<file path="src/rtl/touch_pointer_id_assigner_defines.svh">
// Assertion macros for the touch pointer id assigner.
`ifndef TOUCH_POINTER_ID_ASSIGNER_DEFINES_SVH
`define TOUCH_POINTER_ID_ASSIGNER_DEFINES_SVH
`ifndef SYNTH
`define TPIA_ASSERT_IMP(lbl, clk, rst, ante, cons) \
   lbl: assert property (@(posedge clk) disable iff (rst) (ante) |-> (cons)) \
      else $error("tpia: same-cycle check failed");
`define TPIA_ASSERT_NXT(lbl, clk, rst, ante, cons) \
   lbl: assert property (@(posedge clk) disable iff (rst) (ante) |=> (cons)) \
      else $error("tpia: next-cycle check failed");
`else
`define TPIA_ASSERT_IMP(lbl, clk, rst, ante, cons)
`define TPIA_ASSERT_NXT(lbl, clk, rst, ante, cons)
`endif
`endif

</file>
<file path="src/rtl/tpia_pkg.sv">
// Types, constants and helpers shared by the touch pointer id assigner.
`default_nettype none
package tpia_pkg;

   localparam int unsigned MAX_PTRS_DEF = 16;
   localparam int unsigned ID_COUNT_DEF = 32;

   // Id index width follows the pointer_id field.
   localparam int unsigned ID_W   = 5;
   localparam int unsigned TID_W  = 16;
   localparam int unsigned PIDX_W = 4;
   localparam int unsigned PCNT_W = 5;

   localparam int unsigned REQ_DATA_W = 72;
   localparam int unsigned REQ_USER_W = 1;
   localparam int unsigned RSP_DATA_W = 72;
   localparam int unsigned RSP_USER_W = 2;
   localparam int unsigned CSR_IDX_W  = 2;

   // Tool codes
   localparam logic [2:0] TOOL_UNKNOWN = 3'd0;
   localparam logic [2:0] TOOL_FINGER  = 3'd1;
   localparam logic [2:0] TOOL_STYLUS  = 3'd2;
   localparam logic [2:0] TOOL_MOUSE   = 3'd3;
   localparam logic [2:0] TOOL_ERASER  = 3'd4;
   localparam logic [2:0] TOOL_PALM    = 3'd5;

   // Result kinds
   localparam logic [1:0] RK_POINTER = 2'd0;
   localparam logic [1:0] RK_CANCEL  = 2'd1;
   localparam logic [1:0] RK_SUMMARY = 2'd2;

   // Configuration register indexes
   localparam logic [CSR_IDX_W-1:0] CSR_SIM_STYLUS   = 2'd0;
   localparam logic [CSR_IDX_W-1:0] CSR_PRESSURE_OK  = 2'd1;
   localparam logic [CSR_IDX_W-1:0] CSR_SRC_STYLUS   = 2'd2;

   typedef enum logic [1:0] {
      ST_IDLE,
      ST_WALK,
      ST_EMIT
   } state_type;

   // Search word that walks down the cell row, one cell per cycle.
   typedef struct packed {
      logic             valid;
      logic [TID_W-1:0] tid;
      logic             hit;
      logic [ID_W-1:0]  hit_id;
      logic             free;
      logic [ID_W-1:0]  free_id;
   } srch_tok_type;

   // Update broadcast to every cell when an item retires.
   typedef struct packed {
      logic             commit;
      logic             clear_next;
      logic             mark;
      logic             alloc;
      logic [ID_W-1:0]  id;
      logic [TID_W-1:0] tid;
   } upd_type;

   // Codes six and seven count as unknown.
   function automatic logic [2:0] norm_tool(input logic [2:0] t);
      return (t > TOOL_PALM) ? TOOL_UNKNOWN : t;
   endfunction

endpackage
`default_nettype wire

</file>
<file path="src/rtl/touch_pointer_id_assigner.sv">
// Top level of the touch pointer id assigner: control, result register and cell row.
//
// Usage:
//  - req channel takes one word per in-use contact slot (req_tuser = 0) and one
//    end-of-frame word (req_tuser = 1). rsp channel returns zero or one word per
//    request: a pointer, an id cancel, or the frame summary.
//  - csr channel writes simulate_stylus (0), pressure_axis_valid (1) and
//    source_has_stylus (2); it is always ready. Write only while idle.
//  - Contacts that need an id lookup walk a row of ID_COUNT cells, one cell per
//    cycle; the outcome is captured as it leaves the last cell, then resolved and
//    the result word registered. End-of-frame words and contacts that skip the
//    lookup (frame full, negative id, ids already lost) go straight to resolve.
//  - The cell row walk sets the rate: at most one search word per item.
//  - One item is in flight at a time; req_tready is high in the idle state.
//  - A finished result sits in the output register. A stalled rsp side holds
//    that word and lets the next item be accepted and searched; the item then
//    waits for the register before it retires, if it has a word to send.
//  - Reset clears the id maps, frame counters and configuration; ids_ok
//    comes up set. No clearing pass is needed.
`default_nettype none
`include "touch_pointer_id_assigner_defines.svh"
module touch_pointer_id_assigner #(
   parameter int unsigned MAX_PTRS = tpia_pkg::MAX_PTRS_DEF,
   parameter int unsigned ID_COUNT = tpia_pkg::ID_COUNT_DEF
) (
   input  wire                                   clock,
   input  wire                                   reset,
   // req_tdata: tracking_id[16:0], slot_tool[19:17], button_tool[22:20],
   //            button_hovering[23], pos_x[39:24], pos_y[55:40], pressure[71:56]
   input  wire  [tpia_pkg::REQ_DATA_W-1:0]       req_tdata,
   // req_tuser: kind[0]
   input  wire  [tpia_pkg::REQ_USER_W-1:0]       req_tuser,
   input  wire                                   req_tvalid,
   output logic                                  req_tready,
   // rsp_tdata: pointer_index[3:0], pointer_id[8:4], id_valid[9], tool_type[12:10],
   //            hovering[13], out_x[29:14], out_y[45:30], out_pressure[61:46],
   //            pointer_count[66:62], ids_lost[67], stylus_added[68], zero[71:69]
   output logic [tpia_pkg::RSP_DATA_W-1:0]       rsp_tdata,
   // rsp_tuser: result_kind[1:0]
   output logic [tpia_pkg::RSP_USER_W-1:0]       rsp_tuser,
   output logic                                  rsp_tvalid,
   input  wire                                   rsp_tready,
   input  wire                                   csr_valid,
   output logic                                  csr_ready,
   input  wire  [tpia_pkg::CSR_IDX_W-1:0]        csr_index,
   input  wire                                   csr_data
);
   import tpia_pkg::*;

   localparam int unsigned CNT_W = $clog2(MAX_PTRS + 1);
   localparam logic [CNT_W-1:0] CNT_MAX = CNT_W'(MAX_PTRS);

   // Control state
   state_type        state_ff, state_in;
   logic             launch_ff, launch_in;
   logic [CNT_W-1:0] frame_count_ff;
   logic             frame_full_ff, ids_ok_ff, stylus_seen_ff;
   logic             sim_stylus_ff, pres_valid_ff, src_stylus_ff;

   // Held item
   logic             itm_kind_ff, itm_neg_ff, itm_bhov_ff;
   logic [TID_W-1:0] itm_tid_ff;
   logic [2:0]       itm_stool_ff, itm_btool_ff;
   logic [15:0]      itm_x_ff, itm_y_ff, itm_p_ff;

   // Search outcome
   logic             srch_hit_ff, srch_free_ff;
   logic [ID_W-1:0]  srch_hit_id_ff, srch_free_id_ff;

   // Output register
   logic                  rsp_valid_ff, rsp_valid_in;
   logic [RSP_DATA_W-1:0] rsp_data_ff, rsp_data_in;
   logic [RSP_USER_W-1:0] rsp_user_ff, rsp_user_in;

   logic             accept, need_walk, fire;
   logic [2:0]       req_stool;
   upd_type          upd;
   srch_tok_type     tok_row [ID_COUNT+1];

   // Outcome of the held item
   logic             o_res, o_commit, o_full_set, o_count_inc, o_ok_clear;
   logic             o_alloc, o_mark, o_seen_set, o_idv, o_hov, o_added;
   logic [1:0]       o_kind;
   logic [ID_W-1:0]  o_id;
   logic [2:0]       o_tool;
   logic             is_palm, can_id;

   assign csr_ready = 1'b1;
   assign accept    = req_tvalid && req_tready;
   assign req_stool = norm_tool(req_tdata[19:17]);

   // Walk the row only where the lookup result is used.
   assign need_walk = !req_tuser[0] && !frame_full_ff && ids_ok_ff && !req_tdata[16] &&
                      ((req_stool == TOOL_PALM) || (frame_count_ff < CNT_MAX));

   // Resolve the held item into a result and state effects.
   assign is_palm = (itm_stool_ff == TOOL_PALM);
   assign can_id  = ids_ok_ff && !itm_neg_ff;

   always_comb begin
      o_res = 1'b0; o_commit = 1'b0; o_full_set = 1'b0; o_count_inc = 1'b0;
      o_ok_clear = 1'b0; o_alloc = 1'b0; o_mark = 1'b0; o_seen_set = 1'b0;
      o_idv = 1'b0; o_hov = 1'b0; o_added = 1'b0;
      o_kind = RK_POINTER; o_id = '0; o_tool = TOOL_UNKNOWN;
      priority if (itm_kind_ff) begin
         o_res    = 1'b1;
         o_kind   = RK_SUMMARY;
         o_commit = 1'b1;
      end else if (frame_full_ff) begin
         o_res = 1'b0;
      end else if (is_palm) begin
         // cancel only an id that is active
         if (can_id && srch_hit_ff) begin
            o_res  = 1'b1;
            o_kind = RK_CANCEL;
            o_id   = srch_hit_id_ff;
         end
      end else if (frame_count_ff >= CNT_MAX) begin
         o_full_set = 1'b1;
      end else begin
         o_res       = 1'b1;
         o_kind      = RK_POINTER;
         o_count_inc = 1'b1;
         o_tool      = itm_stool_ff;
         if (itm_stool_ff == TOOL_UNKNOWN) begin
            o_tool = (itm_btool_ff == TOOL_UNKNOWN) ? TOOL_FINGER : itm_btool_ff;
         end else if (itm_stool_ff == TOOL_STYLUS && !stylus_seen_ff) begin
            o_seen_set = 1'b1;
            o_added    = !src_stylus_ff;
         end
         if (sim_stylus_ff && o_tool == TOOL_FINGER) o_tool = TOOL_STYLUS;
         o_hov = (itm_btool_ff != TOOL_MOUSE) &&
                 (itm_bhov_ff || (pres_valid_ff && itm_p_ff == 16'd0));
         if (ids_ok_ff) begin
            priority if (can_id && srch_hit_ff) begin
               o_mark = 1'b1;
               o_id   = srch_hit_id_ff;
               o_idv  = 1'b1;
            end else if (can_id && srch_free_ff) begin
               o_alloc = 1'b1;
               o_mark  = 1'b1;
               o_id    = srch_free_id_ff;
               o_idv   = 1'b1;
            end else begin
               o_ok_clear = 1'b1;
            end
         end
      end
   end

   // Next state and handshake
   always_comb begin
      state_in   = state_ff;
      launch_in  = 1'b0;
      req_tready = 1'b0;
      fire       = 1'b0;
      unique case (state_ff)
         ST_IDLE: begin
            req_tready = 1'b1;
            if (req_tvalid) begin
               state_in  = need_walk ? ST_WALK : ST_EMIT;
               launch_in = need_walk;
            end
         end
         ST_WALK: begin
            if (tok_row[ID_COUNT].valid) state_in = ST_EMIT;
         end
         ST_EMIT: begin
            // wait for the output register only when there is a word to send
            fire = !o_res || !rsp_valid_ff || rsp_tready;
            if (fire) state_in = ST_IDLE;
         end
         default: state_in = ST_IDLE;
      endcase
   end

   always_ff @(posedge clock) begin
      if (reset) begin
         state_ff  <= ST_IDLE;
         launch_ff <= 1'b0;
      end else begin
         state_ff  <= state_in;
         launch_ff <= launch_in;
      end
   end

   // Frame state and configuration
   always_ff @(posedge clock) begin
      if (reset) begin
         frame_count_ff <= '0;
         frame_full_ff  <= 1'b0;
         ids_ok_ff      <= 1'b1;
         stylus_seen_ff <= 1'b0;
         sim_stylus_ff  <= 1'b0;
         pres_valid_ff  <= 1'b0;
         src_stylus_ff  <= 1'b0;
      end else begin
         if (fire) begin
            if (o_commit) begin
               frame_count_ff <= '0;
               frame_full_ff  <= 1'b0;
               ids_ok_ff      <= 1'b1;
            end else begin
               if (o_count_inc) frame_count_ff <= frame_count_ff + CNT_W'(1);
               if (o_full_set) frame_full_ff <= 1'b1;
               if (o_ok_clear) ids_ok_ff <= 1'b0;
            end
            if (o_seen_set) stylus_seen_ff <= 1'b1;
         end
         if (csr_valid && csr_ready) begin
            unique case (csr_index)
               CSR_SIM_STYLUS:  sim_stylus_ff <= csr_data;
               CSR_PRESSURE_OK: pres_valid_ff <= csr_data;
               CSR_SRC_STYLUS:  src_stylus_ff <= csr_data;
               default: ;
            endcase
         end
      end
   end

   // Hold the accepted word
   always_ff @(posedge clock) begin
      if (accept) begin
         itm_kind_ff  <= req_tuser[0];
         itm_neg_ff   <= req_tdata[16];
         itm_tid_ff   <= req_tdata[15:0];
         itm_stool_ff <= req_stool;
         itm_btool_ff <= norm_tool(req_tdata[22:20]);
         itm_bhov_ff  <= req_tdata[23];
         itm_x_ff     <= req_tdata[39:24];
         itm_y_ff     <= req_tdata[55:40];
         itm_p_ff     <= req_tdata[71:56];
      end
   end

   // Capture the search word as it leaves the last cell
   always_ff @(posedge clock) begin
      if (tok_row[ID_COUNT].valid) begin
         srch_hit_ff     <= tok_row[ID_COUNT].hit;
         srch_hit_id_ff  <= tok_row[ID_COUNT].hit_id;
         srch_free_ff    <= tok_row[ID_COUNT].free;
         srch_free_id_ff <= tok_row[ID_COUNT].free_id;
      end
   end

   // Launch a fresh search word into the first cell
   always_comb begin
      tok_row[0]         = '0;
      tok_row[0].valid   = launch_ff;
      tok_row[0].tid     = itm_tid_ff;
   end

   // Broadcast updates only when the item retires
   always_comb begin
      upd            = '0;
      upd.commit     = fire && o_commit;
      upd.clear_next = fire && o_ok_clear;
      upd.mark       = fire && o_mark;
      upd.alloc      = fire && o_alloc;
      upd.id         = o_id;
      upd.tid        = itm_tid_ff;
   end

   for (genvar gi = 0; gi < ID_COUNT; gi++) begin : g_cell
      tpia_cell #(
         .IDX (gi)
      ) u_cell (
         .clock (clock),
         .reset (reset),
         .upd_i (upd),
         .tok_i (tok_row[gi]),
         .tok_o (tok_row[gi+1])
      );
   end

   // Output register
   always_comb begin
      rsp_valid_in = rsp_valid_ff && !rsp_tready;
      rsp_data_in  = rsp_data_ff;
      rsp_user_in  = rsp_user_ff;
      if (fire && o_res) begin
         rsp_valid_in = 1'b1;
         rsp_user_in  = o_kind;
         if (o_kind == RK_SUMMARY) begin
            rsp_data_in = {3'b000, 1'b0, !ids_ok_ff, PCNT_W'(frame_count_ff), 62'd0};
         end else if (o_kind == RK_CANCEL) begin
            rsp_data_in = {63'd0, o_id, 4'd0};
         end else begin
            rsp_data_in = {3'b000, o_added, 1'b0, 5'd0, itm_p_ff, itm_y_ff, itm_x_ff,
                           o_hov, o_tool, o_idv, o_id, PIDX_W'(frame_count_ff)};
         end
      end
   end

   always_ff @(posedge clock) begin
      if (reset) rsp_valid_ff <= 1'b0;
      else       rsp_valid_ff <= rsp_valid_in;
   end

   always_ff @(posedge clock) begin
      rsp_data_ff <= rsp_data_in;
      rsp_user_ff <= rsp_user_in;
   end

   assign rsp_tvalid = rsp_valid_ff;
   assign rsp_tdata  = rsp_data_ff;
   assign rsp_tuser  = rsp_user_ff;

   // Checks
   `TPIA_ASSERT_IMP(a_exit_in_walk, clock, reset, tok_row[ID_COUNT].valid, state_ff == ST_WALK)
   `TPIA_ASSERT_IMP(a_launch_in_walk, clock, reset, launch_ff, state_ff == ST_WALK)
   `TPIA_ASSERT_IMP(a_count_bound, clock, reset, 1'b1, frame_count_ff <= CNT_MAX)
   `TPIA_ASSERT_IMP(a_alloc_needs_ok, clock, reset, upd.alloc, ids_ok_ff && srch_free_ff)
   `TPIA_ASSERT_NXT(a_summary_clears, clock, reset, upd.commit, ids_ok_ff && !frame_full_ff)

endmodule
`default_nettype wire

</file>
<file path="src/rtl/tpia_cell.sv">
// One id slot: active and next bits, tracking id, and one stage of the search row.
`default_nettype none
module tpia_cell #(
   parameter int unsigned IDX = 0
) (
   input  wire                    clock,
   input  wire                    reset,
   input  tpia_pkg::upd_type      upd_i,
   input  tpia_pkg::srch_tok_type tok_i,
   output tpia_pkg::srch_tok_type tok_o
);
   import tpia_pkg::*;

   localparam logic [ID_W-1:0] MY_ID = ID_W'(IDX);

   logic             active_ff, active_in;
   logic             next_ff, next_in;
   logic [TID_W-1:0] trk_ff;
   srch_tok_type     tok_ff, tok_in;
   logic             sel;

   assign sel = (upd_i.id == MY_ID);

   always_comb begin
      active_in = active_ff;
      next_in   = next_ff;
      if (upd_i.commit) begin
         active_in = next_ff;
         next_in   = 1'b0;
      end else begin
         if (upd_i.alloc && sel) active_in = 1'b1;
         if (upd_i.clear_next) next_in = 1'b0;
         else if (upd_i.mark && sel) next_in = 1'b1;
      end
   end

   // Take the first match and the first free slot, lowest id first.
   always_comb begin
      tok_in = tok_i;
      if (tok_i.valid) begin
         if (!tok_i.hit && active_ff && (trk_ff == tok_i.tid)) begin
            tok_in.hit    = 1'b1;
            tok_in.hit_id = MY_ID;
         end
         if (!tok_i.free && !active_ff) begin
            tok_in.free    = 1'b1;
            tok_in.free_id = MY_ID;
         end
      end
   end

   always_ff @(posedge clock) begin
      if (reset) begin
         active_ff    <= 1'b0;
         next_ff      <= 1'b0;
         tok_ff.valid <= 1'b0;
      end else begin
         active_ff    <= active_in;
         next_ff      <= next_in;
         tok_ff.valid <= tok_in.valid;
      end
      tok_ff.tid     <= tok_in.tid;
      tok_ff.hit     <= tok_in.hit;
      tok_ff.hit_id  <= tok_in.hit_id;
      tok_ff.free    <= tok_in.free;
      tok_ff.free_id <= tok_in.free_id;
   end

   always_ff @(posedge clock) begin
      if (upd_i.alloc && sel) trk_ff <= upd_i.tid;
   end

   assign tok_o = tok_ff;

endmodule
`default_nettype wire
</file>
<file path="config.mk">
export PLATFORM = sky130hd
export DESIGN_NAME = touch_pointer_id_assigner
export DESIGN_NICKNAME = d
export VERILOG_FILES = /design/src/rtl/tpia_pkg.sv /design/src/rtl/touch_pointer_id_assigner.sv /design/src/rtl/tpia_cell.sv
export VERILOG_INCLUDE_DIRS = /design/src /design/src/rtl
export SDC_FILE = /design/constraint.sdc
export NUM_CORES = 2
export LEC_CHECK = 0
export BUFFER_PORTS_ARGS = -buffer_cell sky130_fd_sc_hd__buf_2
export CORE_ASPECT_RATIO = 1.1
export CORE_UTILIZATION = 60
export DETAILED_ROUTE_END_ITERATION = 8
export PLACE_DENSITY = 0.76
export SYNTH_ARGS = -nofsm -noshare
export SYNTH_HDL_FRONTEND = slang
export SYNTH_SLANG_ARGS = --single-unit
export TNS_END_PERCENT = 5
</file>
<file path="constraint.sdc">
create_clock -name clock -period 6 [get_ports clock]
set_input_delay 0.6 -clock clock [delete_from_list [all_inputs] [get_ports clock]]
set_output_delay 0.6 -clock clock [all_outputs]
set_load 0.02 [all_outputs]
</file>
Word level (Yosys, flattened, before mapping)
Cells that the tools add are included.

Register bits after elaboration: 1662. Input bits: 81. Logic and storage cells: 982.

Add/sub/neg operators: 1. Magnitude comparators: 4. Equal/unequal tests: 77. Muxes and demuxes: 242. Bitwise logic cells: 3. Reduce and logical (&&, ||, !) cells: 338.

Operator list (number): 16-bit equality test (32); 6-bit 2-to-1 mux (64); 12-bit 2-to-1 mux (31); 1-bit logical AND (176); 1-bit 2-to-1 mux (115); 1-bit logical NOT (103); 5-bit equality test (second input constant) (16); 2-bit nonzero test (35); 68-bit 2-to-1 mux (1); 62-bit 2-to-1 mux (1); 5-bit 2-to-1 mux (10); 5-bit by 4-bit equality test with 1-bit output (second input constant) (8); 3-bit 2-to-1 mux (12); 5-bit by 3-bit equality test with 1-bit output (second input constant) (4); 16-bit logical NOT (1); 2-bit 2-to-1 mux (7); 2-bit AND reduction (7); 5-bit by 2-bit equality test with 1-bit output (second input constant) (2); 8-bit OR reduction (1); 7-bit OR reduction (1); 2-bit by 1-bit equality test with 1-bit output (second input constant) (3); 2-bit equality test (second input constant) (3); 3-bit equality test (second input constant) (2); 3-bit > comparator (second input constant) (2); other kinds (19) (28).

Depth between registers and ports, before layout
Word-level depth: 16. Depth in mapped cells: 9. Depth with buffers taken out: 7.

Modules after synthesis
A second synthesis with hierarchy kept.

Cells, all modules: 3344. Area total of the unflattened synthesis: 51973.6 um2.

By module, submodules not included: tpia_cell (g_cell[11].u_cell ...) (times used 10, cells each 93, area an instance 1426.4 um2); tpia_cell (g_cell[12].u_cell ...) (times used 6, cells each 93, area an instance 1423.9 um2); tpia_cell (g_cell[16].u_cell ...) (times used 5, cells each 92, area an instance 1441.4 um2); touch_pointer_id_assigner (times used 1, cells each 376, area an instance 6248.5 um2); tpia_cell (g_cell[10].u_cell ...) (times used 4, cells each 93, area an instance 1428.9 um2); tpia_cell (g_cell[17].u_cell ...) (times used 4, cells each 93, area an instance 1427.6 um2); tpia_cell (g_cell[31].u_cell ...) (times used 2, cells each 92, area an instance 1422.6 um2); tpia_cell (g_cell[0].u_cell) (times used 1, cells each 92, area an instance 1440.1 um2).

Worst setup path before layout
No wires, ideal clock.

Path type: register to register. From: reg itm_stool_ff[0]. To: reg rsp_data_ff[0] (netlist: rsp_tdata[0]) (enable). Data arrival time: 3.089 ns. Slack: 2.474 ns. Stages on the path, launching flop included: 6. Path buffers: 1. Period minus slack after synthesis: 3.526 ns. Cell sequence: edfxtp_1 and3b_1 a31oi_4 a21o_1 buf_2 and2_1.

Longest elaborated chain between the ends: 9.

RTL lines: from (decl) (RTL line touch_pointer_id_assigner.sv:63) `logic [2:0] itm_stool_ff, itm_btool_ff;`; from (signal assigned) (RTL line touch_pointer_id_assigner.sv:227) `itm_stool_ff <= req_stool;`; 3-bit equality test * (RTL line touch_pointer_id_assigner.sv:97) `assign is_palm = (itm_stool_ff == TOOL_PALM);`; 1-bit 2-to-1 mux * (RTL line touch_pointer_id_assigner.sv:111) `end else if (is_palm) begin`; 1-bit 2-to-1 mux * (RTL line touch_pointer_id_assigner.sv:109) `end else if (frame_full_ff) begin`; 1-bit 2-to-1 mux * (RTL line touch_pointer_id_assigner.sv:105) `priority if (itm_kind_ff) begin`; 1-bit logical NOT (RTL line touch_pointer_id_assigner.sv:170) `fire = !o_res || !rsp_valid_ff || rsp_tready;`; 1-bit logical OR (2 in series) (RTL line touch_pointer_id_assigner.sv:170); 1-bit 2-to-1 mux (RTL line touch_pointer_id_assigner.sv:157) `unique case (state_ff)`; 1-bit logical AND * (RTL line touch_pointer_id_assigner.sv:281) `if (fire && o_res) begin`; to (signal assigned) (RTL line touch_pointer_id_assigner.sv:301) `rsp_data_ff <= rsp_data_in;`; to (decl) (RTL line touch_pointer_id_assigner.sv:72) `logic [RSP_DATA_W-1:0] rsp_data_ff, rsp_data_in;`.

Mark *: on every way between the ends. The rest lies on a longest branch, timed or not. A chain may end at the register's enable or synchronous reset.

Final worst setup path
From: reg itm_kind_ff. To: reg g_cell[13].u_cell.trk_ff[6] (enable).

Longest elaborated chain between the ends: 7. Elaborated cells between the ends (all ways): 10.

RTL lines: from (decl) (RTL line touch_pointer_id_assigner.sv:61) `logic itm_kind_ff, itm_neg_ff, itm_bhov_ff;`; from (signal assigned) (RTL line touch_pointer_id_assigner.sv:224) `itm_kind_ff <= req_tuser[0];`; 1-bit 2-to-1 mux (RTL line touch_pointer_id_assigner.sv:105); 1-bit logical NOT (RTL line touch_pointer_id_assigner.sv:170); 1-bit logical OR (2 in series) (RTL line touch_pointer_id_assigner.sv:170); 1-bit 2-to-1 mux (RTL line touch_pointer_id_assigner.sv:157); 1-bit logical AND (RTL line touch_pointer_id_assigner.sv:259) `upd.alloc = fire && o_alloc;`; 1-bit logical AND * (RTL line tpia_cell.sv:70) `if (upd_i.alloc && sel) trk_ff <= upd_i.tid;`; to (signal assigned) (RTL line tpia_cell.sv:70); to (decl) (RTL line tpia_cell.sv:18) `logic [TID_W-1:0] trk_ff;`.

Marks and branches as above.

==> metrics.md <==
| Metric | Value |
|---|---|
| Commonest non-fill, non-tap cell in the layout | `dfxtp_1` |
| DR DRC count | `0` |
| Area of the core | `82170 um2` |
| HP Class | `in2reg` |
| Worst EP arrival | `4.33 ns` |
| WL final | `105.4 mm` |
| First-pass GRT wire length | `160.3 mm` |
| Top cells by area, synth | `edfxtp_1, dfxtp_1, xnor2_1` |
| Placed Instances | `4446` |
| P_sw | `4.692 mW` |
| Clk buf depth | `3` |
| Warnings, synthesis | `0` |
| Post-route setup TNS | `0 ns` |
| Flops & latches, synth | `1597` |
| Combinational power share | `3.2%` |
| WP data required | `6.36 ns` |
| Leak pwr | `21.42 nW` |
| Setup violations, final | `0` |
| Synth area leader | `edfxtp_1` |
| Antenna violations before repair | `4` |
| Status | `complete, no violations` |
| Post-synth ARST share | `0%` |
| Cell count after synthesis | `3231` |
| Synth top area share | `40.16%` |
| Die height | `304.6 um` |
| Clock latency at the later pin of the worst-skew pair | `0.76 ns` |
| Avg Cell Area, Syn | `15.46 um2` |
| Number of synthesized flops with an enable pin | `668` |
| Worst Skew | `0.04115 ns` |
| Number of global-route vias before repair | `26680` |
| Postcts setup bufs | `0` |
| # rows | `110` |
| Tcrit/Tclk final | `66.16%` |
| Clock transition at path regs | `0.07 ns` |
| Via count | `25650` |
| Fin Hold WS | `0.03120 ns` |
| Total congestion overflow | `0` |
| GRT Util Overall | `25.30%` |
| Layout net count | `3669` |
| Sequential-to-total area share from yosys stat | `77.40%` |
| Routed wire length per instance | `22.08 um` |
| GP Congestion | `0.8873` |
| Final Critical Period | `3.970 ns` |
| Most frequent cells in the layout | `dfxtp_1, edfxtp_1, xnor2_1` |
| CTS Root Cell | `clkbuf_16` |
| I/O Pins | `158` |
| Share of cells above drive strength 1 | `17.07%` |
| TritonCTS clock tree | `yes` |
| Largest net degree at the start of global routing | `82` |
| Vias per inst | `5.370` |
| Post-synth top flop | `dfxtp_1` |
| Unrepaired setup endpoints after global routing | `false` |
| CTS HTree Levels | `4` |
| CP Capture Type | `flip-flop` |
| Internal reg-to-reg setup slack | `2.03 ns` |
| Total CTS buffers | `146` |
| Initial DRC count | `2285` |
| Final hold vios | `0` |
| Startpoint Class | `flip-flop` |
| FMAX | `251.9 MHz` |
| Clock sinks | `1597` |
| Total chip power | `21.78 mW` |
| DR pass1 iterations | `5` |
| Die area | `84400 um2` |
| IO buf count | `153` |
| Critical-path maximum fanout | `20` |
| P per Cell Area | `378.5 nW/um2` |
| Crit Path Class | `reg2reg` |
| Sw Share | `21.54%` |
| Non-filler cells, final | `4776` |
| Worst slew margin relative to its limit | `15.33%` |
| Die W | `277.1 um` |
| Least-Margin Pin Slew | `1.265 ns` |
| Detail Route Antenna Nets | `0` |
| Unique cell type count in the Yosys netlist | `77` |
| Max Transition Viols Final | `0` |
| Post-DP HPWL | `66.07 mm` |
| Portion of total power attributed to sequential cells | `54.6%` |
| Starting density of the core | `60.78%` |
| Max-cap violations | `0` |
| Max VDD drop | `0.2744 mV` |
| Clock network fraction of design power | `42.1%` |
| Synthesis-to-finish area growth | `15.23%` |
| Internal power | `17.09 mW` |
| Netlist Area Pre-Place | `49940 um2` |
-- state kept, by name, summed over array words and instances (netlist names), 5 cells and up --
register	flops
rsp_tdata	69
g_cell.u_cell.active_ff	32
itm_x_ff	16
g_cell.u_cell.tok_o	850
g_cell.u_cell.trk_ff	512
itm_tid_ff	16
itm_y_ff	16
srch_hit_id_ff	5
frame_count_ff	5
itm_p_ff	16
srch_free_id_ff	5
g_cell.u_cell.next_ff	32
-- layout make-up --
| type | instances | area [um2] |
|---|---|---|
| clock inverters | 59 | 755.7 |
| diodes | 3 | 7.507 |
| multi-input cells | 1580 | 11000 |
| flip-flops and latches | 1597 | 38660 |
| well taps | 1064 | 1331 |
| repair buffers | 253 | 1659 |
| clock buffers | 212 | 4105 |
| inverters | 8 | 31.28 |
| fillers | 5131 | 24620 |
-- critical path: stages (launching register included) --
cell,delay (ns)
edfxtp_1,0.61
or2_1,0.51
nor3_2,0.37
o2111a_1,0.79
nand2_1,0.31
nor2_1,0.97
-- logic make-up after synthesis --
kind of cell / share of synthesized area [%]
buffers and inverters: 0.6012
and+or+nand+nor: 11.02
muxes: 0.06013
adders and majority gates: 0.05010
AOI/OAI and AO/OA: 1.824
DFF: 77.40
other: 0.01504
xor gates and xnor gates: 9.031
-- synthesized netlist by cell type, types with 25 or more instances --
library cell  number
or4_1             28
dfxtp_1          929
nor4_1            43
nand2b_1          66
xnor2_1          404
nand2_1           83
or2_2            174
nand4_1          102
edfxtp_1         668
nand3_1           37
nor2b_1          133
xor2_1           111
clkbuf_1          25
and2_1            60
nor2_1           133
-- what timing repair did --
action,CTS,global route
hold buffers,54,0
setup endpoints to repair,0,0
gates resized for setup,0,0
hold endpoints to repair,54,0
-- final timing paths --
path / depth (start not counted) / endpoint / startpoint
max reg2reg: 5 / g_cell[13].u_cell.trk_ff[6] / itm_kind_ff
max: 5 / g_cell[13].u_cell.trk_ff[6] / itm_kind_ff
min: 1 / itm_tid_ff[12] / req_tdata[12]
min reg2reg: 0 / g_cell[5].u_cell.tok_o[21] / g_cell[4].u_cell.tok_o[21]
-- stage by stage --
| step | setup WS, ns | area (um2) | utilization, % |
|---|---|---|---|
| 6_report | 2.030 | 57550 | 70.04 |
| 4_1_cts | 2.034 | 57520 | 70.00 |
| 2_1_floorplan | 2.474 | 49950 | - |
| 3_5_place_dp | 2.045 | 52120 | 63.43 |
| 5_1_grt | 1.740 | 57550 | 70.04 |
| 3_3_place_gp | 2.186 | 52120 | 63.43 |
-- power by group through the flow --
stage / Clock [mW] / Sequential (mW) / Combinational (mW)
floorplan: 0 / 12.1 / 0.363
global placement: 0 / 12.1 / 0.644
detailed placement: 0 / 12.1 / 0.667
CTS: 9.27 / 11.9 / 0.704
global route: 9.75 / 11.9 / 0.751
finish: 9.18 / 11.9 / 0.706
-- metal layers --
metal,vias to the layer above,part of all wire (%),global-route usage (%)
met4,0,2.5,8.437
met5,-,0,0
met3,199,6.1,3.910
li1,11880,-,-
met1,12640,42,33.57
met2,922,50,42.74
Note: power is estimated with default switching activity, not from simulation.
